$ cat src/rtl/core/udp_eo_pkg.sv
`default_nettype none
package udp_eo_pkg;

  localparam int DataWidth  = 32;
  localparam int LimitWidth = 16;
  localparam int AddrWidth  = 48;
  localparam int TxUpWidth  = 32;
  localparam int TxLoWidth  = 64;
  localparam int OutSrcWidth = 8;

  localparam int DefEndpointEntries = 64;
  localparam int DefTxnEntries      = 32;
  localparam int DefSourceBits      = 8;

  localparam logic [LimitWidth-1:0] EndpointLimitReset = 16'd30;
  localparam logic [LimitWidth-1:0] TxnLimitReset      = 16'd40;

  typedef enum logic [1:0] {
    OP_OUTBOUND = 2'd0,
    OP_INBOUND  = 2'd1,
    OP_GONE     = 2'd2,
    OP_SWEEP    = 2'd3
  } op_t;

  typedef enum logic [1:0] {
    V_SEND    = 2'd0,
    V_DELIVER = 2'd1,
    V_DROP    = 2'd2,
    V_NONE    = 2'd3
  } verdict_t;

  typedef enum logic [2:0] {
    R_NONE      = 3'd0,
    R_COLLISION = 3'd1,
    R_TXID_MISS = 3'd2,
    R_EP_MISS   = 3'd3,
    R_FULL      = 3'd4
  } reason_t;

  localparam logic [1:0] KindRequest = 2'd0;

  localparam logic RegEndpointLimit = 1'b0;
  localparam logic RegTxnLimit      = 1'b1;

  typedef enum logic {
    ST_IDLE = 1'b0,
    ST_EXEC = 1'b1
  } state_t;

  // commands broadcast to the endpoint cells
  typedef struct packed {
    logic claim;
    logic touch;
    logic touch_same_owner;
    logic drop_source;
    logic age;
  } ep_cmd_t;

  // commands broadcast to the transaction cells
  typedef struct packed {
    logic write_hit;
    logic claim;
    logic consume;
    logic age;
  } txn_cmd_t;

endpackage
`default_nettype wire

$ cat src/rtl/core/udp_eo_txn_cell.sv
`default_nettype none
module udp_eo_txn_cell
  import udp_eo_pkg::*;
#(
  parameter int SrcW = 8
) (
  input  wire logic                  clk,
  input  wire logic                  rst,
  input  wire txn_cmd_t              cmd,
  input  wire logic [TxUpWidth-1:0]  tx_up,
  input  wire logic [TxLoWidth-1:0]  tx_lo,
  input  wire logic [SrcW-1:0]       src,
  input  wire logic [DataWidth-1:0]  now,
  input  wire logic [LimitWidth-1:0] limit,
  input  wire logic                  free_in,
  output logic                       free_out,
  input  wire logic                  hit_in,
  output logic                       hit_out,
  input  wire logic [SrcW-1:0]       src_in,
  output logic      [SrcW-1:0]       src_out
);

  logic                 valid;
  logic [TxUpWidth-1:0] id_up;
  logic [TxLoWidth-1:0] id_lo;
  logic [SrcW-1:0]      owner;
  logic [DataWidth-1:0] created;
  logic                 match;
  logic                 take;
  logic [DataWidth-1:0] age_val;

  assign match    = valid && (id_up == tx_up) && (id_lo == tx_lo);
  assign take     = cmd.claim && !valid && !free_in;
  assign age_val  = now - created;
  assign free_out = free_in || !valid;
  assign hit_out  = hit_in || match;
  assign src_out  = src_in | (match ? owner : '0);

  // hold the valid bit
  always_ff @(posedge clk) begin
    if (rst) begin
      valid <= 1'b0;
    end else if (take) begin
      valid <= 1'b1;
    end else if (cmd.consume && match) begin
      valid <= 1'b0;
    end else if (cmd.age && valid &&
                 age_val > {{(DataWidth-LimitWidth){1'b0}}, limit}) begin
      valid <= 1'b0;
    end
  end

  // record a new or repeated transaction
  always_ff @(posedge clk) begin
    if (take || (cmd.write_hit && match)) begin
      id_up   <= tx_up;
      id_lo   <= tx_lo;
      owner   <= src;
      created <= now;
    end
  end

endmodule
`default_nettype wire

$ cat config.mk
export PLATFORM = sky130hd
export DESIGN_NAME = udp_eo_txn_cell
export DESIGN_NICKNAME = d
export VERILOG_FILES = /design/src/rtl/core/udp_eo_pkg.sv /design/src/rtl/core/udp_eo_txn_cell.sv
export SDC_FILE = /design/constraint.sdc
export NUM_CORES = 1
export LEC_CHECK = 0
export BUFFER_PORTS_ARGS = -buffer_cell sky130_fd_sc_hd__buf_4
export CAP_MARGIN = 5
export CORE_MARGIN = 1.5
export CORE_UTILIZATION = 54
export DETAILED_ROUTE_END_ITERATION = 8
export GPL_ROUTABILITY_DRIVEN = 0
export GPL_TIMING_DRIVEN = 0
export PLACE_DENSITY_LB_ADDON = 0.1
export SYNTH_ARGS = -nofsm -noshare
export SYNTH_HDL_FRONTEND = slang
export SYNTH_SLANG_ARGS = --single-unit
$ cat constraint.sdc
create_clock -name clk -period 8.4 [get_ports clk]
set_input_delay 1.68 -clock clk [delete_from_list [all_inputs] [get_ports clk]]
set_output_delay 1.68 -clock clk [all_outputs]
set_load 0.05 [all_outputs]
Yosys cells after proc, flatten, opt, wreduce, memory -nomap -nowiden. Index checks and enable logic that the tools add are counted.

Input bits: 168. Output and inout port bits: 10. Logic and storage cells: 28. Flip-flop bits (word level): 137.

Add/subtract/negate cells: 1. Magnitude comparators: 1. Reduce and logical (&&, ||, !) cells: 14. Equal/unequal tests: 2. Multiplexer cells: 4. Bitwise operators: 1.

Operators with widths (number): 64-bit == test (1); 32-bit == test (1); 32-bit by 16-bit > comparator with 1-bit output (1); 32-bit subtractor (1); 1-bit logical AND (8); 8-bit two-way mux (1); 8-bit OR (1); 1-bit logical OR (3); 1-bit two-way mux (3); 3-bit nonzero test (1); 1-bit zero test (2).

Logic depth before layout (Yosys ltp). Gate-level depths: netlist of the first run.

Word-level depth: 6. Depth in mapped cells: 21.

Least setup slack after synthesis of the first run. No wires, ideal clock.

Kind: input port to flip-flop. Start point: input port tx_lo[11]. End point: register created[0] (enable). Setup slack: 2.045 ns. Library setup time: 0.494 ns. Path buffers: 1. Stages on the path: 7. Arrival time: 5.861 ns. Path through: nor2b_1 -> a2111o_1 -> nor4_1 -> nand4_1 -> nor4_1 -> clkbuf_1 -> a21o_1.

Word-level cells in the longest chain between the ends: 4.

RTL lines: start: declaration (line udp_eo_txn_cell.sv:11) `input wire logic [TxLoWidth-1:0] tx_lo,`; 64-bit == test (line udp_eo_txn_cell.sv:32) `assign match = valid && (id_up == tx_up) && (id_lo == tx_lo);`; 1-bit logical AND (line udp_eo_txn_cell.sv:32); 1-bit logical AND (line udp_eo_txn_cell.sv:55) `if (take || (cmd.write_hit && match)) begin`; 1-bit logical OR (line udp_eo_txn_cell.sv:55); end signal: assignment (line udp_eo_txn_cell.sv:59) `created <= now;`; end: declaration (line udp_eo_txn_cell.sv:27) `logic [DataWidth-1:0] created;`.

No other way between the ends. A chain may end at the register's enable or synchronous reset.

Worst setup path after layout of the first run.
Start point: input port tx_lo[2]. End point: output port src_out[2].

Word-level cells in the longest chain between the ends: 4.

RTL lines: 64-bit == test (line udp_eo_txn_cell.sv:32); 1-bit logical AND (line udp_eo_txn_cell.sv:32); 8-bit two-way mux (line udp_eo_txn_cell.sv:37) `assign src_out = src_in | (match ? owner : '0);`; 8-bit OR (line udp_eo_txn_cell.sv:37); end: declaration (line udp_eo_txn_cell.sv:20) `output logic [SrcW-1:0] src_out`.

No other way between the ends.

==> flow_metrics.tcl, run 1 <==
set metrics [dict create \
    status "finished clean" \
    end_kind "output pin" \
    power.leakage_uw 0.00412 \
    cap_violations 0 \
    finClkSkew_ns 0.00796 \
    clk_latency_ns 0.42 \
    place_area_um2 9280 \
    final_util_pct 70.8 \
    max-clock-path-buffers 2 \
    ys_seq_elements 137 \
    grt_pass1_vias 5925 \
    timing.fmax_ghz 0.167 \
    synthTopCellsByCount "136 x edfxtp_1, 82 x inv_1, 64 x xnor2_1" \
    cts_root_buf "clkbuf_16" \
    async_reset_ff_share_pct 0 \
    finalMaxSlewViolations 0 \
    syn-num-nets 876 \
    core-area_um2 13900 \
    fin_crit_sh_pct 71.2 \
    rsz0062_at_grt "false" \
    place_hpwl_mm 13.3 \
    numPortBuffers 177 \
    avgRoutedWirePerCell_um 16.9 \
    cts_buffers 17 \
    drt-vias-per-instance 5.58 \
    ctsHoldBuffers 0 \
    grt_overflow_total 0 \
    row_count 43 \
    drc_errors 0 \
    first_pass_iters 7 \
    period_needed_ns 5.98 \
    synth_edf_count 136 \
    start_util_pct 55.4 \
    cts_tree "yes" \
    clk_pin_slew_worst_paths_ns 0.05 \
    p_per_area_nw_per_um2 186 \
    synth_area_um2 7690 \
    nets 1073 \
    final_cells 1050 \
    netlist_instances 660 \
    crit_fanout 10 \
    ant_nets 0 \
    grt_util_all_layers_pct 24.2 \
    yosysTopAreaCell "edfxtp_1" \
    synth_top_area_share_pct 53.1 \
    arrival_ns 4.30 \
    post_cts_buffers 0 \
    grt_pass1_wl_mm 27.8 \
    fp.dieW_um 122 \
    crit_type "input pin to output pin" \
    start_kind "input pin" \
    syn_to_final_growth_pct 27.8 \
    synth_cell_types 63 \
    synth_area_per_cell_um2 11.7 \
    synth_area_leaders "edfxtp_1 53%, ha_1 7.6%, xnor2_1 7.3%" \
    n_antenna_cell 0 \
    yosysMostFrequentCell "edfxtp_1" \
    nFillCells 1010 \
    synth-seq-area-share_pct 53.4 \
    drive_gt1_share_pct 26.0 \
    dp.cells 1018 \
    drt_iter0_drc 450 \
    tightest_slew_ns 0.856 \
    setup_violations 0 \
    yosys_warnings 0 \
    holdCritPathClass "register to register" \
    ir_drop_v 0.000145 \
    cts-htree-levels 4 \
    final_area_um2 9830 \
    fin_setup_tns_ns 0 \
    synth_top_flop_cell "edfxtp_1" \
    cts_sinks 137 \
    wirelength_mm 17.7 \
    ios 178 \
    die_h_um 122 \
    worstPathRequired_ns 6.72 \
    relSlewSlack_pct 42.9 \
    post_cts_resized 0 \
    hold_violations 0 \
    antenna_found_initial 0 \
    grt_max_degree 70 \
    dieArea_um2 15000 \
    dr_total_vias 5858 \
    hold_slack_ns 0.750 \
]
[report_power, final]
part / switching [µW] / internal, µW / total [µW]
clock: 295 / 407 / 702
combinational: 171 / 155 / 326
sequential: 11.2 / 789 / 801
[sequential cells by signal, indices dropped and copies added (netlist names)]
register,cells
id_lo,64
created,32
id_up,32
owner,8
valid,1
[worst max-delay path, cell delays in order]
cell and delay [ns]:
buf_4 0.12, xnor2_1 0.14, nand2_1 0.08, a2111oi_0 0.67, nand4_1 0.16, nor4_1 0.63, clkbuf_1 0.43, a21o_1 0.19
buf_4 0.20
[through the flow]
stage | power (µW) | worst slack (ns)
after floorplan | 1010 | 2.05
after global placement | 1130 | 0.270
after detailed placement | 1140 | 2.41
after CTS | 1840 | 2.46
after global routing | 1900 | 2.26
final | 1830 | 2.42
[final timing paths]
| path | slack [ns] | cells after the start | startpoint | endpoint |
|---|---|---|---|---|
| max reg2reg | 3.70 | 21 | created[1] | valid |
| max | 2.42 | 9 | tx_lo[2] | src_out[2] |
| min | 0.75 | 4 | valid | valid |
| min reg2reg | 0.75 | 4 | valid | valid |
[cell usage in the layout (no fill, tap or decap), types with 21 or more instances in the layout]
master,netlist,routed
a21o_1,27,26
a21oi_1,32,32
buf_4,0,177
edfxtp_1,136,136
ha_1,47,47
inv_1,82,82
nand2_1,23,23
nand4_1,24,24
nor2_1,21,21
xnor2_1,64,64
[layout make-up]
cell class	count	area, µm²	area share [%]
inverters	82	308	3.13
flip-flops and latches	137	4100	41.7
plain buffers	11	51.3	0.522
repair buffers	178	1360	13.8
well taps	180	225	2.29
clock buffers	18	429	4.36
clock inverters	14	124	1.26
multi-input cells	430	3240	32.9
[per-layer routing]
layer | part of all wire, % | global-route usage, %
met1 | 40 | 29.7
met2 | 50 | 40.9
met3 | 6.8 | 5.20
met4 | 2.8 | 11.4
met5 | 0 | 0
[kinds of logic (layout without fill, tap and decap cells)]
logic type	Yosys count	in the layout	synth area share (%)
compound gates	149	149	14.0
flops	137	137	53.4
xor+xnor	83	83	9.45
buf+inv	93	303	4.67
simple gates	150	150	10.7
fa+ha+maj	48	48	7.90
Note: power is estimated with default switching activity, not from simulation.
==> run 2, diff against run 1 <==
--- a/config.mk
+++ b/config.mk
@@ -5,10 +5,11 @@
 export SDC_FILE = /design/constraint.sdc
 export NUM_CORES = 1
 export LEC_CHECK = 0
+export ABC_AREA = 1
 export BUFFER_PORTS_ARGS = -buffer_cell sky130_fd_sc_hd__buf_4
 export CAP_MARGIN = 5
 export CORE_MARGIN = 1.5
-export CORE_UTILIZATION = 54
+export CORE_UTILIZATION = 50
 export DETAILED_ROUTE_END_ITERATION = 8
 export GPL_ROUTABILITY_DRIVEN = 0
 export GPL_TIMING_DRIVEN = 0
==> constraint.sdc (replaced) <==
create_clock -name clk -period 4.8 [get_ports clk]
set_input_delay 0.96 -clock clk [delete_from_list [all_inputs] [get_ports clk]]
set_output_delay 0.96 -clock clk [all_outputs]
set_load 0.05 [all_outputs]
==> run 2 against run 1 <==
First-iteration DRC count down 35%. Worst hold slack worse by 0.18 ns. Global-route usage down 1.6 points. Sequential share of layout area down 3.8 points. Highest routed layer unchanged.
==> flow_metrics.tcl, run 2 <==
set metrics [dict create \
    status "finished clean" \
    yosysMostFrequentCell "nand2_1" \
    avgRoutedWirePerCell_um 13.5 \
    crit_type "input pin to output pin" \
    top_register "id_lo" \
    p_per_area_nw_per_um2 305 \
    synth_area_leaders "edfxtp_1 48%, nand2_1 14%, inv_1 9.8%" \
    row_count 47 \
    period_needed_ns 3.90 \
    grt_util_all_layers_pct 22.6 \
    clkPwrFrac_pct 39.3 \
    post_cts_resized 0 \
    p_seq_share_pct 42.4 \
    final_area_um2 10800 \
    n_antenna_cell 0 \
    drc_errors 0 \
    final_cell_mix "310 x nand2_1, 224 x inv_1, 177 x buf_4" \
    synth_top_flop_cell "edfxtp_1" \
    cts_tree "yes" \
    fp.dieW_um 134 \
    setup_violations 0 \
    setup_slack_ns 0.903 \
    cpPeakStageDelay_ns 0.38 \
    r2r_start "id_up[17]" \
    max-clock-path-buffers 2 \
    wirelength_mm 19.7 \
    synth_area_per_cell_um2 8.32 \
    grt_pass1_vias 6828 \
    syn_to_final_growth_pct 25.9 \
    power.leakage_uw 0.00534 \
    grt_max_degree 77 \
    final_util_pct 64.7 \
    timing.fmax_ghz 0.257 \
    core-area_um2 16700 \
    numPortBuffers 177 \
    post_cts_buffers 0 \
    ios 178 \
    grt_overflow_total 0 \
    synth_edf_count 136 \
    nFillCells 1459 \
    ys_seq_elements 137 \
    switching_share_pct 26.9 \
    cap_violations 0 \
    synthTopCellsByCount "311 x nand2_1, 224 x inv_1, 136 x edfxtp_1" \
    tightest_slew_ns 0.480 \
    final_common_cell "nand2_1" \
    yosysTopAreaCell "edfxtp_1" \
    cts_root_buf "clkbuf_16" \
    crit_slowest_cell "clkbuf_1" \
    start_util_pct 51.4 \
    pre_cts_slack_ns 0.717 \
    holdCritPathClass "register to register" \
    largestRegisters "id_lo: 64 flops, created: 32 flops, id_up: 32 flops" \
    synth_top_area_share_pct 47.6 \
    nets 1445 \
    drt_iter0_drc 293 \
    path_delay_family "simple AND/OR/NAND/NOR gates" \
    fin_crit_sh_pct 81.2 \
    synth_area_um2 8580 \
    p_sw_uw 885 \
    cts_buffers 17 \
    first_pass_iters 4 \
    antenna_found_initial 0 \
    clk_latency_ns 0.42 \
    grt_pass1_wl_mm 31.8 \
    die_h_um 134 \
    cts-htree-levels 4 \
    clk_pin_slew_worst_paths_ns 0.06 \
    syn-num-nets 1248 \
    finClkSkew_ns 0.0104 \
    final_cells 1462 \
    cts_sinks 137 \
    place_hpwl_mm 15.6 \
    finalMaxSlewViolations 0 \
    hold_start "valid" \
    worstPathCellList "buf_4, inv_1, o21ai_0, nor2_1, nand3_1, nor4_1, nand3_1, nor2_1, clkbuf_1, a31o_2, buf_4" \
    dieArea_um2 18000 \
    ctsHoldBuffers 0 \
    place_area_um2 10200 \
    dr_total_vias 7047 \
    end_kind "output pin" \
    yosys_warnings 0 \
    critPathLaunch "tx_lo[7]" \
    start_kind "input pin" \
    largest_reg_flops 64 \
    multiInputGateArea_um2 3650 \
    rsz0062_at_grt "false" \
    p_int_uw 2410 \
    crit_fanout 10 \
    synth-seq-area-share_pct 47.8 \
    comb_power_share_pct 18.3 \
    ant_nets 0 \
    worstPathRequired_ns 3.84 \
    fin_setup_tns_ns 0 \
    ir_drop_v 0.000245 \
    async_reset_ff_share_pct 0 \
    dp.cells 1430 \
    synth_cell_types 34 \
    netlist_instances 1032 \
    relSlewSlack_pct 68.0 \
    drt-vias-per-instance 4.82 \
    drive_gt1_share_pct 18.8 \
    path_buf_inv 4 \
    register_area_um2 4100 \
    hold_violations 0 \
    arrival_ns 2.94 \
]
run 2: cell type report:
type | count | area share [%]
plain buffers | 2 | 0.0695
clock buffers | 19 | 4.01
clock inverters | 13 | 1.34
inverters | 224 | 7.78
multi-input cells | 669 | 33.7
flip-flops and latches | 137 | 38.0
well taps | 220 | 2.55
repair buffers | 178 | 12.5
run 2: logic make-up after synthesis:
kind of cell	Yosys count	synth area share [%]
simple gates	475	23.1
buf+inv	226	9.88
flops	137	47.8
compound gates	84	5.80
xor+xnor	62	6.33
fa+ha+maj	48	7.09
run 2: tightest hold or removal path, cell delays in order, from the launching register on:
cell and delay [ns]:
dfxtp_1 0.32, nand2_1 0.06, inv_1 0.03, nand2_1 0.07, a21oi_2 0.05
run 2: per-layer routing:
| metal | GRT usage, % | share of wire [%] | wire, µm | vias to the layer above |
|---|---|---|---|---|
| li1 | - | - | - | 3701 |
| met1 | 27.8 | 44 | 8610 | 3139 |
| met2 | 40.0 | 49 | 9700 | 178 |
| met3 | 3.93 | 5.2 | 1020 | 29 |
| met4 | 7.89 | 2.1 | 413 | 0 |
| met5 | 0 | 0 | 0 | - |
run 2: worst paths after layout:
| kind | cells after the start | end | slack (ns) |
|---|---|---|---|
| hold / removal | 4 | valid | 0.57 |
| setup reg to reg | 11 | id_lo[59] | 1.42 |
| setup / recovery | 11 | src_out[3] | 0.90 |
| hold reg to reg | 4 | valid | 0.57 |
run 2: power by group through the flow:
| stage | combinational, µW | sequential (µW) | clock (µW) |
|---|---|---|---|
| after floorplan | 375 | 1420 | 0 |
| after global placement | 590 | 1430 | 0 |
| after detailed placement | 604 | 1420 | 0 |
| after CTS | 608 | 1400 | 1310 |
| after global routing | 689 | 1400 | 1360 |
| final | 605 | 1400 | 1300 |
run 2: per-stage QoR:
| stage | hold slack [ns] | power (µW) |
|---|---|---|
| 2_1_floorplan | 0.530 | 1800 |
| 4_1_cts | 0.578 | 3320 |
| 3_3_place_gp | 0.563 | 2020 |
| 6_report | 0.573 | 3300 |
| 5_1_grt | 0.614 | 3450 |
| 3_5_place_dp | 0.569 | 2030 |
==> run 3, diff against run 2 <==
==> constraint.sdc (replaced) <==
create_clock -name clk -period 3.58 [get_ports clk]
set_input_delay 0.716 -clock clk [delete_from_list [all_inputs] [get_ports clk]]
set_output_delay 0.716 -clock clk [all_outputs]
set_load 0.05 [all_outputs]
==> run 3 against run 2 <==
Total power up 36%. Design area up 0.56%. Non-clock buffer count unchanged. Flip-flop and latch count unchanged. Clock power up 38%. Cell count unchanged. Via count down 0.31%. Combinational power up 35%. Largest cell class unchanged.
==> flow_metrics.tcl, run 3 (synthesis results as in run 2) <==
set metrics [dict create \
    status "finished clean" \
    largest_reg_flops 64 \
    multiInputGateArea_um2 3680 \
    wirelength_mm 19.7 \
    n_antenna_cell 0 \
    final_common_cell "nand2_1" \
    grt_util_all_layers_pct 22.8 \
    ctsHoldBuffers 0 \
    grt_overflow_total 0 \
    setup_violations 0 \
    cap_violations 0 \
    nFillCells 1489 \
    grt_pass1_vias 7013 \
    antenna_found_initial 0 \
    arrival_ns 2.61 \
    ios 178 \
    fp.dieW_um 134 \
    cts_root_buf "clkbuf_16" \
    timing.fmax_ghz 0.301 \
    start_util_pct 51.4 \
    crit_slowest_cell "clkbuf_1" \
    setup_slack_ns 0.256 \
    holdCritPathClass "input pin to register" \
    crit_fanout 10 \
    grt_max_degree 74 \
    pre_cts_slack_ns -0.335 \
    fin_crit_sh_pct 92.8 \
    dr_total_vias 7025 \
    worstPathRequired_ns 2.86 \
    drt-vias-per-instance 4.81 \
    cts_buffers 17 \
    tightest_slew_ns 0.506 \
    hold_violations 0 \
    max-clock-path-buffers 2 \
    die_h_um 134 \
    final_cell_mix "307 x nand2_1, 223 x inv_1, 177 x buf_4" \
    dieArea_um2 18000 \
    clk_pin_slew_worst_paths_ns 0.06 \
    finClkSkew_ns 0.0122 \
    cts_sinks 137 \
    core-area_um2 16700 \
    drc_errors 0 \
    place_area_um2 10200 \
    first_pass_iters 5 \
    cts_tree "yes" \
    drt_iter0_drc 314 \
    ir_drop_v 0.000332 \
    clk_latency_ns 0.42 \
    power.leakage_uw 0.00534 \
    ant_nets 0 \
    numPortBuffers 177 \
    final_util_pct 65.1 \
    cpPeakStageDelay_ns 0.39 \
    end_kind "output pin" \
    relSlewSlack_pct 66.3 \
    worstPathCellList "buf_4, xnor2_1, nand2_1, nor4_1, nand3_1, nor2_1, clkbuf_1, a31o_2, buf_4" \
    avgRoutedWirePerCell_um 13.5 \
    largestRegisters "id_lo: 64 flops, created: 32 flops, id_up: 32 flops" \
    place_hpwl_mm 15.6 \
    p_per_area_nw_per_um2 412 \
    nets 1445 \
    start_kind "input pin" \
    total_power_uw 4480 \
    crit_type "input pin to output pin" \
    drive_gt1_share_pct 19.9 \
    grt_pass1_wl_mm 32.0 \
    register_area_um2 4100 \
    row_count 47 \
    hold_slack_ns 0.447 \
    finalMaxSlewViolations 0 \
    top_register "id_lo" \
    cp_common_cell "buf_4" \
    rsz0062_at_grt "true" \
    final_area_um2 10900 \
    syn_to_final_growth_pct 26.6 \
    cts-htree-levels 4 \
    period_needed_ns 3.32 \
]
==> run 3: area by class of cell <==
cell class,instances,area share [%]
buffer,2,0.0806
clock buffer,18,3.95
clock inverter,14,1.59
inverter,224,7.74
multi-input combinational,669,33.9
sequential,137,37.8
tap,220,2.53
timing repair buffer,178,12.5
==> run 3: per-layer routing <==
layer | vias up | GRT usage [%] | share of wire (%)
li1 | 3700 | - | -
met1 | 3133 | 27.5 | 44
met2 | 163 | 40.8 | 49
met3 | 29 | 4.54 | 5.1
met4 | 0 | 7.95 | 1.9
met5 | - | 0 | 0
==> run 3: metrics by stage <==
step / setup TNS [ns] / std cells
after global placement: -100.69 / 1429
after global routing: -0.0328 / 1462
after floorplan: 0 / 1032
after CTS: 0 / 1462
after detailed placement: -23.23 / 1430
final: 0 / 1462
==> run 3: timing repair <==
| item | in CTS | in global routing |
|---|---|---|
| resized for setup | 0 | 14 |
| setup buffers | 0 | 0 |
| setup endpoints to repair | 0 | 82 |
==> run 3: power by group <==
part | internal [µW] | leakage, µW | total [µW] | switching (µW)
Clock | 1100 | 0.000281 | 1790 | 690
Combinational | 355 | 0.00379 | 818 | 463
Sequential | 1850 | 0.00128 | 1870 | 24.0
==> run 3: final timing paths <==
path	startpoint	to	slack [ns]	cells past startpoint
worst max-delay path	tx_lo[14]	src_out[3]	0.26	9
worst min-delay path	rst	valid	0.45	2
worst max register to register	id_lo[7]	id_up[17]	0.31	11
worst min register to register	valid	valid	0.60	4
==> run 3: critical path, delay by kind of cell <==
| family | cells | cell delay, ns |
|---|---|---|
| AND/OR/NAND/NOR | 4 | 0.81 |
| XOR/XNOR | 1 | 0.16 |
| AO/OA/AOI/OAI | 1 | 0.23 |
| buffers and inverters | 3 | 0.70 |
