**src/rtl/core/udp_eo_pkg.sv**
```systemverilog
`default_nettype none
package udp_eo_pkg;

  localparam int DataWidth  = 32;
  localparam int LimitWidth = 16;
  localparam int AddrWidth  = 48;
  localparam int TxUpWidth  = 32;
  localparam int TxLoWidth  = 64;
  localparam int OutSrcWidth = 8;

  localparam int DefEndpointEntries = 64;
  localparam int DefTxnEntries      = 32;
  localparam int DefSourceBits      = 8;

  localparam logic [LimitWidth-1:0] EndpointLimitReset = 16'd30;
  localparam logic [LimitWidth-1:0] TxnLimitReset      = 16'd40;

  typedef enum logic [1:0] {
    OP_OUTBOUND = 2'd0,
    OP_INBOUND  = 2'd1,
    OP_GONE     = 2'd2,
    OP_SWEEP    = 2'd3
  } op_t;

  typedef enum logic [1:0] {
    V_SEND    = 2'd0,
    V_DELIVER = 2'd1,
    V_DROP    = 2'd2,
    V_NONE    = 2'd3
  } verdict_t;

  typedef enum logic [2:0] {
    R_NONE      = 3'd0,
    R_COLLISION = 3'd1,
    R_TXID_MISS = 3'd2,
    R_EP_MISS   = 3'd3,
    R_FULL      = 3'd4
  } reason_t;

  localparam logic [1:0] KindRequest = 2'd0;

  localparam logic RegEndpointLimit = 1'b0;
  localparam logic RegTxnLimit      = 1'b1;

  typedef enum logic {
    ST_IDLE = 1'b0,
    ST_EXEC = 1'b1
  } state_t;

  // commands broadcast to the endpoint cells
  typedef struct packed {
    logic claim;
    logic touch;
    logic touch_same_owner;
    logic drop_source;
    logic age;
  } ep_cmd_t;

  // commands broadcast to the transaction cells
  typedef struct packed {
    logic write_hit;
    logic claim;
    logic consume;
    logic age;
  } txn_cmd_t;

endpackage
`default_nettype wire

```
**src/rtl/core/udp_eo_ep_cell.sv**
```systemverilog
`default_nettype none
module udp_eo_ep_cell
  import udp_eo_pkg::*;
#(
  parameter int SrcW = 8
) (
  input  wire logic                  clk,
  input  wire logic                  rst,
  input  wire ep_cmd_t               cmd,
  input  wire logic [AddrWidth-1:0]  addr,
  input  wire logic [SrcW-1:0]       src,
  input  wire logic [DataWidth-1:0]  now,
  input  wire logic [LimitWidth-1:0] limit,
  input  wire logic                  free_in,
  output logic                       free_out,
  input  wire logic                  hit_in,
  output logic                       hit_out,
  input  wire logic [SrcW-1:0]       owner_in,
  output logic      [SrcW-1:0]       owner_out
);

  logic                 valid;
  logic [AddrWidth-1:0] address;
  logic [SrcW-1:0]      owner;
  logic [DataWidth-1:0] last_seen;
  logic                 match;
  logic                 take;
  logic [DataWidth-1:0] idle;

  assign match     = valid && (address == addr);
  assign take      = cmd.claim && !valid && !free_in;
  assign idle      = now - last_seen;
  assign free_out  = free_in || !valid;
  assign hit_out   = hit_in || match;
  assign owner_out = owner_in | (match ? owner : '0);

  // hold the valid bit
  always_ff @(posedge clk) begin
    if (rst) begin
      valid <= 1'b0;
    end else if (take) begin
      valid <= 1'b1;
    end else if (cmd.drop_source && valid && owner == src) begin
      valid <= 1'b0;
    end else if (cmd.age && valid && idle > {{(DataWidth-LimitWidth){1'b0}}, limit}) begin
      valid <= 1'b0;
    end
  end

  // claim or refresh the entry
  always_ff @(posedge clk) begin
    if (take) begin
      address   <= addr;
      owner     <= src;
      last_seen <= now;
    end else if (cmd.touch && match && (!cmd.touch_same_owner || owner == src)) begin
      last_seen <= now;
    end
  end

endmodule
`default_nettype wire

```
**config.mk**
```make
export PLATFORM = sky130hd
export DESIGN_NAME = udp_eo_ep_cell
export DESIGN_NICKNAME = d
export VERILOG_FILES = /design/src/rtl/core/udp_eo_pkg.sv /design/src/rtl/core/udp_eo_ep_cell.sv
export SDC_FILE = /design/constraint.sdc
export NUM_CORES = 1
export LEC_CHECK = 0
export BUFFER_PORTS_ARGS = -buffer_cell sky130_fd_sc_hd__buf_2
export CORE_ASPECT_RATIO = 1.5
export CORE_MARGIN = 2
export CORE_UTILIZATION = 37
export DETAILED_ROUTE_END_ITERATION = 8
export PLACE_DENSITY = 0.56
export RECOVER_POWER = 100
export SYNTH_ARGS = -nofsm -noshare
export SYNTH_HDL_FRONTEND = slang
export SYNTH_SLANG_ARGS = --single-unit
```
**constraint.sdc**
```tcl
create_clock -name clk -period 11.26 [get_ports clk]
set_clock_uncertainty 0.1 [all_clocks]
set_input_delay 1.126 -clock clk [delete_from_list [all_inputs] [get_ports clk]]
set_output_delay 1.126 -clock clk [all_outputs]
set_load 0.01 [all_outputs]
```
; ---- After elaboration in Yosys (flattened, before gate mapping)
; Cells that the tools add are included.
[op_classes]
addsub = 1
magnitude_cmp = 1
eq_ne = 2
muxes = 6
bitwise_logic = 1
reduce_logical = 17
[ops]
columns = cell, count
row1 = two-way mux 32 bit, 2
row2 = == test 48 bit, 1
row3 = > comparator 32 x 16 -> 1 bit, 1
row4 = subtractor 32 bit, 1
row5 = logical AND 1 bit, 9
row6 = == test 8 bit, 1
row7 = two-way mux 8 bit, 1
row8 = bitwise OR 8 bit, 1
row9 = zero test 1 bit, 3
row10 = logical OR 1 bit, 3
row11 = two-way mux 1 bit, 3
row12 = nonzero test 3 bit, 1
row13 = nonzero test 2 bit, 1
[word_totals]
register_bits = 89
wordCells = 32

; ---- Depth between registers and ports, before layout
; Gate-level depths: netlist of the first run.
[depth]
depth_word = 6
mapped_depth = 22
ltp_nobuf = 22

; ---- Worst setup path before layout of the first run
; No wires, ideal clock.
[synth_timing]
path_kind = input to register
from = input port free_in
to = register last_seen[0] (enable)
setup_ns = 0.393
arrival_time_ns = 6.401
path_slack_ns = 4.366
stages = 2
path_cell_list = nor3b_1 > nand2b_1
[synth_via]
elab_chain_cells = 3
[synth_rtl]
columns = element, line
row1 = from (decl), udp_eo_ep_cell.sv:14  ; input wire logic free_in,
row2 = zero test 1 bit, udp_eo_ep_cell.sv:31  ; assign take = cmd.claim && !valid && !free_in;
row3 = logical AND 1 bit, udp_eo_ep_cell.sv:31
row4 = nonzero test 2 bit (no line), n/a
row5 = to (signal assigned), udp_eo_ep_cell.sv:55  ; last_seen <= now;
row6 = to (signal assigned), udp_eo_ep_cell.sv:57  ; last_seen <= now;
row7 = to (decl), udp_eo_ep_cell.sv:25  ; logic [DataWidth-1:0] last_seen;
; No other way between the ends.
; A chain may end at the register's enable or synchronous reset.

; ---- Worst setup path after layout of the first run
[layout_timing]
from = input port addr[16]
to = register last_seen[1] (enable)
[layout_via]
elab_chain_cells = 5
[layout_rtl]
columns = element, line
row1 = from (decl), udp_eo_ep_cell.sv:10  ; input wire logic [AddrWidth-1:0] addr,
row2 = == test 48 bit, udp_eo_ep_cell.sv:30  ; assign match = valid && (address == addr);
row3 = logical AND 1 bit, udp_eo_ep_cell.sv:30
row4 = logical AND 1 bit (2 in a row), udp_eo_ep_cell.sv:56  ; end else if (cmd.touch && match && (!cmd.touch_same_owner || owner == src)) begin
row5 = nonzero test 2 bit (no line), n/a
; No other way between the ends.

==> impl_results.md, run 1 <==
- Synth Instances: 558
- Grt total ovfl: 0
- # hold bufs at CTS: 0
- Reg2reg start: address[4]
- Lkg Pwr: between 2 and 3 nW
- CP required: 11.09 ns
- Deepest clock path buffer count: 2
- Final setup viols: 0
- RSZ-0062 raised after global routing: false
- Final HPWL DP: roughly 12000 um
- Asr flop ratio synth: 0%
- CP peak stage delay: approximately 1.4 ns
- Area of the multi-input gates: 0.00288 sq mm
- Setup CP Type: primary input to register
- Antenna diode count: 0
- Antenna violations before repair: 0
- Most used cell, CP: nor4_1
- Post-DRT Antenna Nets: 0
- Worst vdd ir: 61.3 uV
- Worst Tran Pin Value: between 3 and 4 ns
- Hold Vio Cnt, Final: 0
- CP max stage cell: nor4_1
- Area of the die: between 0.015 and 0.02 sq mm
- CTS tree: done
- Cell Count, Final, Fillers Out: 901
- Routed wire per std cell: ~17 um
- Capturing point of the worst reg2reg path: last_seen[1]
- Worst path cell trace: buf_2, inv_1, o22ai_1, a221oi_1, o2111ai_1, nor4_1, nand4_1, nor4_1, nand3_1, nand2b_1, clkbuf_1
- Filler cells: 1539
- I/O Pins: roughly 130
- Crit path DAT: 5.33 ns
- Final #Nets: ~860
- Synth Area per Inst: ~11 sq um
- Reported max-cap violation count: 3
- Cell family with most CP delay: simple AND/OR/NAND/NOR gates
- Core area: 0.0156 sq mm
- GRT Util Overall: a little under a fifth
- Yosys warns: 0
- Status: finished with violations
- CTS Root Cell: clkbuf_16
- Sum of negative setup slack: 0 ns
- Drt pass-1 iters: 4
- Synth Register Bits: 89
- Most common cell after layout, fill and taps aside: clkbuf_1
- Synth Flop Type: edfxtp_1
- Placer Congestion: just over 0.9
- Total stage count of the critical path: 11
- Worst-path clk slew: around 0.08 ns
- Startpoint Class: primary input
- Hold_ws: 0.666 ns
- Flop2flop setup slack: about 6.3 ns
- Worst Setup End Kind: register
- F_max: 0.182 GHz
- Mapped Area: roughly 0.006 sq mm
- Total CTS buffers: 9
- Drt total wl: between 15000 and 20000 um
- Failing checks: capacitance limit, slew limit
- Number of flops mapped to enable cells by yosys: 88
- Sequential fraction of the synthesis area: a little under half
- Chip Height: around 160 um
- # rows: 56
- DRC Markers: 0
- Worst-path maximum fanout: 32
- Post-CTS Setup Repair Bufs: 0
- Clock Latency Late Sink: 0.34 ns
- Global-route wire length before repair: between 20000 and 25000 um
- Buffers and inverters on the worst path: 3
- Slew headroom: -102%
- PD cells: approximately 130 mW/mm^2
- Layout area overhead: 17.4%
- Syn Nets: between 700 and 800
- H-tree lvl count: 3
- Initial core utilization: 37.6%
- IO Port Bufs: 130
- Final Critical Period: 5.49 ns
- Fin crit share: between 40% and 50%
- Number of library cell types mapped by synthesis: between 60 and 70
- CTS resizes: 0
- Via Count: about 4700
- Vias in the first global route: around 4900
- Die width: between 100 and 150 um
- Largest net degree at the start of global routing: 59
- Most frequent cells in the layout: clkbuf_1, edfxtp_1, inv_1, xnor2_1, ha_1
- DRT iter0 DRCs: ~180
- Post-DR vias/cell: 5.25
- Register area: 0.00266 sq mm
- Max-slew violations: 103
- Worst Reg-to-Reg Cells: 10
- Worst setup path endpoint: last_seen[1]
- Start point of the critical path: addr[16]
- Layout cells sized above 1: approximately a tenth
- Clock tree sinks: 89
- Placed Instances: around 890
- HP Class: register to register
==> power breakdown <==
part,switching [mW],internal [mW]
clock network,0.143,0.155
registers,0.00546,0.383
logic,0.113,0.0794
total,0.261,0.617
==> stage by stage <==
stage / util (%) / setup WS (ns) / total power [mW] / instance area (sq um)
after floorplan: - / 4.37 / 0.527 / 5880
after global placement: 43.2 / 6.41 / 0.589 / 6760
after detailed placement: 43.2 / 6.20 / 0.592 / 6760
after CTS: 45.1 / 6.39 / 0.896 / 7040
after global routing: 44.2 / 5.18 / 0.929 / 6910
final: 44.2 / 5.77 / 0.878 / 6910
==> synthesized netlist by cell type (3+ instances only) <==
library cell   n  area [sq um]
buf_2          4          20.0
inv_1         75           282
o22ai_1        5          31.3
xor2_1        17           149
nand3_1       10          50.1
o32ai_1        3          26.3
o2111ai_1      3          26.3
nor2_1        18          67.6
a31oi_1        4          25.0
nand2b_1       6          37.5
o31ai_1        5          37.5
nand2_1       34           128
o21ai_1        4          20.0
nor4_1         6          37.5
a21oi_1       41           205
a211oi_1       4          30.0
xnor2_1       47           412
nor2b_1        5          31.3
a221oi_1       4          35.0
o21ai_0       14          70.1
nor3_1         6          30.0
o21a_1         5          37.5
nand4_1       27           169
edfxtp_1      88          2640
o211ai_1       8          60.1
a21o_1        12          90.1
ha_1          47           588
==> layout make-up <==
cell class,count,share of cell area (%)
tap,203,3.68
multi-input combinational,386,41.7
clock buffer,9,3.26
sequential,89,38.5
clock inverter,7,0.888
inverter,75,4.08
timing repair buffer,132,7.90
==> logic make-up (layout without fill, tap and decap cells) <==
family / count (synthesis) / after routing / share of synthesized area [%]
AO/OA/AOI/OAI: 141 / 141 / 16.8
XOR/XNOR: 64 / 64 / 9.53
adder cells (fa/ha/maj): 48 / 48 / 10.3
buffers and inverters: 83 / 223 / 5.64
flip-flops: 89 / 89 / 45.3
multiplexers: 2 / 2 / 0.340
AND/OR/NAND/NOR: 131 / 131 / 12.1
==> sequential cells by signal (all words and copies together), names as in the netlist <==
register,cells
address,48
last_seen,32
owner,8
valid,1
==> how the worst min path moves through the flow <==
stage	startpoint	end	slack [ns]	cells after the start
global placement	last_seen[31]	valid	0.69	3
floorplan	last_seen[31]	valid	0.54	3
detailed placement	last_seen[31]	valid	0.68	3
finish	last_seen[31]	valid	0.67	3
global route	last_seen[31]	valid	0.72	3
CTS	last_seen[31]	valid	0.70	3
==> worst min-delay path: cells and delay by family, from the launching register on <==
kind,cells,cell delay (ns)
DFF,1,0.34
xor gates and xnor gates,2,0.30
AOI/OAI and AO/OA,1,0.08
==> metal layers <==
layer / up-vias / share of wire (%) / GRT usage (%)
met5: - / 0 / 0
met4: 0 / 3.8 / 8.10
met3: 34 / 4.2 / 3.27
met2: 143 / 51 / 33.0
met1: 2207 / 41 / 20.7
li1: 2343 / - / -
No activity file was read; power rests on OpenSTA's default activity.
==> inputs of run 2 (changes only) <==
--- a/config.mk
+++ b/config.mk
@@ -10,7 +10,7 @@
 export CORE_MARGIN = 2
 export CORE_UTILIZATION = 37
 export DETAILED_ROUTE_END_ITERATION = 8
-export PLACE_DENSITY = 0.56
+export PLACE_DENSITY = 0.58
 export RECOVER_POWER = 100
 export SYNTH_ARGS = -nofsm -noshare
 export SYNTH_HDL_FRONTEND = slang
==> constraint.sdc (replaced) <==
create_clock -name clk -period 4.9 [get_ports clk]
set_clock_uncertainty 0.1 [all_clocks]
set_input_delay 0.49 -clock clk [delete_from_list [all_inputs] [get_ports clk]]
set_output_delay 0.49 -clock clk [all_outputs]
set_load 0.01 [all_outputs]
==> impl_results.md, run 2 (same netlist as run 1, synthesis figures left out) <==
- Status: finished with violations
- Failing checks: capacitance limit, slew limit
- GRT Util Overall: 17.6% (-0.60 points)
- I/O Pins: 131 (unchanged)
- # hold bufs at CTS: 0 (unchanged)
- Worst Tran Pin Value: 2.97 ns (-0.0667 ns)
- CTS resizes: 0 (unchanged)
- Sum of negative setup slack: 0 ns (unchanged)
- Final Critical Period: 4.31 ns
- Antenna diode count: 0 (unchanged)
- IO Port Bufs: 130 (unchanged)
- Layout area overhead: 18.3%
- Post-CTS Setup Repair Bufs: 0 (unchanged)
- Initial core utilization: 37.6% (unchanged)
- Net Sw Frac: 27.8% (-1.9 points)
- Worst path cell trace: ha_1, fa_1, and2b_1, o2111ai_1, a21oi_1, nor2_1, nor2_1, o21ai_0, nand2b_1, a21oi_1, xnor2_1, ha_1, nand4_1, o41ai_1, nand4_1, nor4_1, nand4_1, o31ai_1
- Worst Setup End Kind: register
- Most used cell, CP: nand4_1
- DRT iter0 DRCs: 308 (+73%)
- Final core utilization: 44.5% (+0.33 points)
- Final setup viols: 0 (unchanged)
- Flop2flop setup slack: 0.59 ns (-5.69 ns)
- CP max stage cell: o41ai_1
- Max FFs per register: 48 (unchanged)
- Crit path DAT: 4.46 ns (-0.87 ns)
- CTS tree: done
- Worst Reg-to-Reg Cells: 18 (+8)
- Reported max-cap violation count: 1 (-2)
- Fin crit share: between 80 and 90%
- Via Count: 4741 (+0.30%)
- RSZ-0062 raised after global routing: false
- Worst-path maximum fanout: 4 (-88%)
- Capturing point of the worst reg2reg path: valid
- H-tree lvl count: 3 (unchanged)
- Startpoint Class: register
- Clock Latency Late Sink: 0.35 ns (about the same)
- Drt total wl: 14700 um (-2.8%)
- # rows: 56 (unchanged)
- Slew headroom: -97.7% (+4.4 points)
- Start point of the critical path: last_seen[0]
- Vias in the first global route: 4742 (-2.9%)
- Routed wire per std cell: 16.3 um (-3.0%)
- Reg power frac: 42.4% (-1.8 points)
- CP required: 5.05 ns (-6.04 ns)
- Die width: 107 um (unchanged)
- Post-DR vias/cell: 5.26 (+0.18%)
- Lkg Pwr: 2.76 nW (+1.1%)
- CP peak stage delay: 0.43 ns (-0.99 ns)
- Most frequent cells in the layout: clkbuf_1, edfxtp_1, inv_1, xnor2_1, ha_1
- Core area: 0.0156 sq mm (unchanged)
- Total CTS buffers: 9 (unchanged)
- Clk pwr share: 36.6% (+2.7 points)
- Gate power share: 21.0% (-0.9 points)
- Most common cell after layout, fill and taps aside: clkbuf_1
- Antenna violations before repair: 0 (unchanged)
- Largest regs: address (48), last_seen (32), owner (8)
- Worst vdd ir: 165 uV (+170%)
- HP Class: primary input to register
- Buffers and inverters on the worst path: 0 (-3)
- Setup CP Type: register to register
- Post-DRT Antenna Nets: 0 (unchanged)
- Reg2reg start: last_seen[0]
- Placer Congestion: 0.917 (+0.28%)
- Global-route wire length before repair: 23300 um (-2.9%)
- Cell family with most CP delay: compound AO/OA/AOI/OAI gates
- Deepest clock path buffer count: 2 (unchanged)
- Final HPWL DP: 11800 um (-2.7%)
- Grt total ovfl: 0 (unchanged)
- Max-slew violations: 59 (-43%)
- Area of the die: 0.0169 sq mm (unchanged)
- Switch Pwr: 586 uW (+120%)
- PD cells: 302 mW/mm^2 (+140%)
- Hold path depth: 1 (-2)
- F_max: about 0.23 GHz
- Worst setup path endpoint: valid
- Chip Height: 158 um (unchanged)
- Total stage count of the critical path: 18 (+7)
- CTS Root Cell: clkbuf_16
- Hold_ws: 0.234 ns (-0.433 ns)
- Drt pass-1 iters: 5 (+1)
- Reg with most FFs: address
- Final #Nets: 863 (+0.12%)
- Worst-path clk slew: 0.07 ns (about the same)
- Largest net degree at the start of global routing: 59 (unchanged)
- Pint: 1.52 mW (+150%)
- Layout cells sized above 1: 10.4% (+0.56 points)
- Hold Vio Cnt, Final: 0 (unchanged)
- DRC Markers: 0 (unchanged)
- Clock tree sinks: 89 (unchanged)
==> run 2: cell count changes in the layout (fill, tap and decap cells not counted) <==
cell	before	now
buf_2	40	43
inv_6	3	0
bufinv_16	0	2
clkbuf_1	92	90
clkbuf_2	0	1
clkinv_1	1	0
clkinv_4	1	2
==> run 2: cell type report <==
class / instances / area, sq um
clock buffer: 10 / 229
clock inverter: 6 / 100
tap: 203 / 254
timing repair buffer: 133 / 554
fill: 1555 / 8670
multi-input combinational: 386 / 2880
sequential: 89 / 2660
inverter: 75 / 282
==> run 2: stage by stage <==
step	worst slack, ns	power, mW	cell area [sq um]	cells
after floorplan	0.669	1.21	5890	558
after global placement	0.597	1.35	6770	886
after detailed placement	0.481	1.36	6770	886
after CTS	0.688	2.14	7100	902
after global routing	0.184	2.21	6960	902
final	0.591	2.10	6960	902
==> run 2: worst min-delay path by stage <==
stage	startpoint	endpoint	slack (ns)
floorplan	addr[0]	address[0]	0.49
global placement	last_seen[31]	valid	0.57
detailed placement	last_seen[31]	valid	0.58
CTS	now[5]	last_seen[5]	0.22
global route	now[3]	last_seen[3]	0.22
finish	now[5]	last_seen[5]	0.23
==> run 2: per-layer routing <==
metal / track usage (%) / share of wire (%)
met5: 0 / 0
met4: 5.57 / 2.6
met3: 3.03 / 5.0
met2: 32.8 / 51
met1: 20.3 / 41
==> run 2: worst reg2reg max path: cells and delay by family (launching register included) <==
kind / cells / cell delay, ns
XOR/XNOR: 1 / 0.14
flip-flops: 1 / 0.37
AND/OR/NAND/NOR: 8 / 1.31
adder cells (fa/ha/maj): 3 / 0.95
AO/OA/AOI/OAI: 6 / 1.36
==> run 2: power by group through the flow <==
stage	sequential (mW)	clock (mW)	combinational, mW
final	0.892	0.770	0.442
after global routing	0.896	0.821	0.498
after CTS	0.891	0.793	0.456
after detailed placement	0.908	0	0.452
after global placement	0.906	0	0.445
after floorplan	0.906	0	0.305
==> inputs of run 3 (changes only) <==
--- a/config.mk
+++ b/config.mk
@@ -6,11 +6,11 @@
 export NUM_CORES = 1
 export LEC_CHECK = 0
 export BUFFER_PORTS_ARGS = -buffer_cell sky130_fd_sc_hd__buf_2
+export CAP_MARGIN = 5
 export CORE_ASPECT_RATIO = 1.5
 export CORE_MARGIN = 2
 export CORE_UTILIZATION = 37
 export DETAILED_ROUTE_END_ITERATION = 8
-export PLACE_DENSITY = 0.58
 export RECOVER_POWER = 100
 export SYNTH_ARGS = -nofsm -noshare
 export SYNTH_HDL_FRONTEND = slang
==> impl_results.md, run 3 (same netlist as run 1, synthesis figures left out) <==
- Failing checks: capacitance limit, slew limit
- Post-DRT Antenna Nets: 0 (unchanged)
- Sum of negative setup slack: 0 ns (unchanged)
- I/O Pins: 131 (unchanged)
- Hold path depth: 1 (unchanged)
- CTS Root Cell: clkbuf_16
- # rows: 56 (unchanged)
- Core area: 0.0156 sq mm (unchanged)
- Post-DR vias/cell: 5.19 (-1.2%)
- Routed wire per std cell: 16.2 um (-0.18%)
- Area of the die: 0.0169 sq mm (unchanged)
- Hold Vio Cnt, Final: 0 (unchanged)
- Placed standard-cell area: 0.00677 sq mm (unchanged)
- GRT Max-Usage Layer: met2
- GR Util met3: 3.36% (+0.33 points)
- Filler cells: 1562 (+0.45%)
- GRT Util Overall: 18.0% (+0.39 points)
- Worst-path clk slew: 0.07 ns (about the same)
- Met2 usage: 33.3% (+0.49 points)
- Initial core utilization: 37.6% (unchanged)
- Die width: 107 um (unchanged)
- Total CTS buffers: 9 (unchanged)
- Vias in the first global route: 4811 (+1.5%)
- Status: finished with violations
- H-tree lvl count: 3 (unchanged)
- Most frequent cells in the layout: clkbuf_1, edfxtp_1, inv_1, xnor2_1, ha_1
- Fin crit share: 87.2% (-0.75 points)
- Startpoint Class: register
- Clock Latency Late Sink: 0.35 ns (about the same)
- Antenna violations before repair: 0 (unchanged)
- Setup CP Type: register to register
- Max-slew violations: 59 (unchanged)
- Most common cell after layout, fill and taps aside: clkbuf_1
- Clock tree sinks: 89 (unchanged)
- DRT iter0 DRCs: 253 (-18%)
- Hold_ws: 0.226 ns (-0.00739 ns)
- Largest net degree at the start of global routing: 59 (unchanged)
- CTS tree: done
- Placer Congestion: 0.902 (-1.7%)
- Deepest clock path buffer count: 2 (unchanged)
- Final #Nets: 863 (unchanged)
- CP required: 4.78 ns (-0.27 ns)
- Final HPWL DP: 11700 um (-0.85%)
- IO Port Bufs: 130 (unchanged)
- Max FFs per register: 48 (unchanged)
- Worst Tran Pin Value: 2.92 ns (-0.0454 ns)
- CTS resizes: 0 (unchanged)
- F_max: 0.234 GHz (+0.86%)
- Grt total ovfl: 0 (unchanged)
- Lkg Pwr: 2.75 nW (-0.33%)
- M1 GR Usage: 20.4% (+0.17 points)
- Final Critical Period: 4.27 ns (-0.0367 ns)
- Global-route wire length before repair: 23600 um (+1.1%)
- PD cells: 299 mW/mm^2 (-1.2%)
- Reg with most FFs: address
- Via Count: 4684 (-1.2%)
- Worst Setup End Kind: register
- Layout area overhead: 18.2%
- RSZ-0062 raised after global routing: false
- Reported max-cap violation count: 1 (unchanged)
- Largest regs: address (48), last_seen (32), owner (8)
- Antenna diode count: 0 (unchanged)
- Worst-path maximum fanout: 58 (+54)
- Slew headroom: -94.7% (+3.0 points)
- # hold bufs at CTS: 0 (unchanged)
- HP Class: primary input to register
- Worst Reg-to-Reg Cells: 4 (-14)
- Layout cells sized above 1: 10.4% (unchanged)
- Crit path DAT: 4.15 ns (-0.31 ns)
- Drt total wl: 14700 um (-0.18%)
- Drt pass-1 iters: 5 (unchanged)
- Worst vdd ir: 138 uV (-17%)
- Chip Height: 158 um (unchanged)
- Design Power: 2.08 mW (-1.3%)
- Final instance area: 0.00695 sq mm (-0.11%)
- DRC Markers: 0 (unchanged)
- Final setup viols: 0 (unchanged)
- Post-CTS Setup Repair Bufs: 0 (unchanged)
## run 3: layout make-up
| class | count | area, sq um | share of cell area, % |
|---|---|---|---|
| clock inverters | 7 | 95.1 | 1.37 |
| well taps | 203 | 254 | 3.65 |
| repair buffers | 133 | 552 | 7.94 |
| clock buffers | 9 | 225 | 3.24 |
| flip-flops and latches | 89 | 2660 | 38.3 |
| inverters | 75 | 282 | 4.05 |
| multi-input cells | 386 | 2880 | 41.5 |
## run 3: critical path, cell delays in order (launching register included)
cell and delay, ns:
dfxtp_1 0.38, nor3b_1 0.25, clkbuf_1 2.08, nand2b_1 0.29, clkbuf_2 0.73
## run 3: power breakdown
group	switching, mW	total (mW)	internal [mW]
logic	0.258	0.441	0.183
clock network	0.334	0.746	0.412
registers	0.0127	0.892	0.879
total	0.605	2.08	1.47
## run 3: stage by stage
| stage | cells | setup WS, ns | util, % |
|---|---|---|---|
| after floorplan | 558 | 0.669 | - |
| after global placement | 886 | 0.615 | 43.3 |
| after detailed placement | 886 | 0.487 | 43.3 |
| after CTS | 902 | 0.699 | 45.4 |
| after global routing | 902 | 0.195 | 44.5 |
| final | 902 | 0.628 | 44.5 |
## run 3: metal layers
metal	part of all wire (%)	up-vias
met5	0	-
met1	41	2168
met3	5.1	18
met4	2.0	0
li1	-	2355
met2	52	143
## run 3: worst paths after layout
path | start | to | slack, ns
setup / recovery | valid | last_seen[27] | 0.63
hold / removal | now[0] | last_seen[0] | 0.23
setup reg to reg | valid | last_seen[27] | 0.63
hold reg to reg | last_seen[31] | valid | 0.59
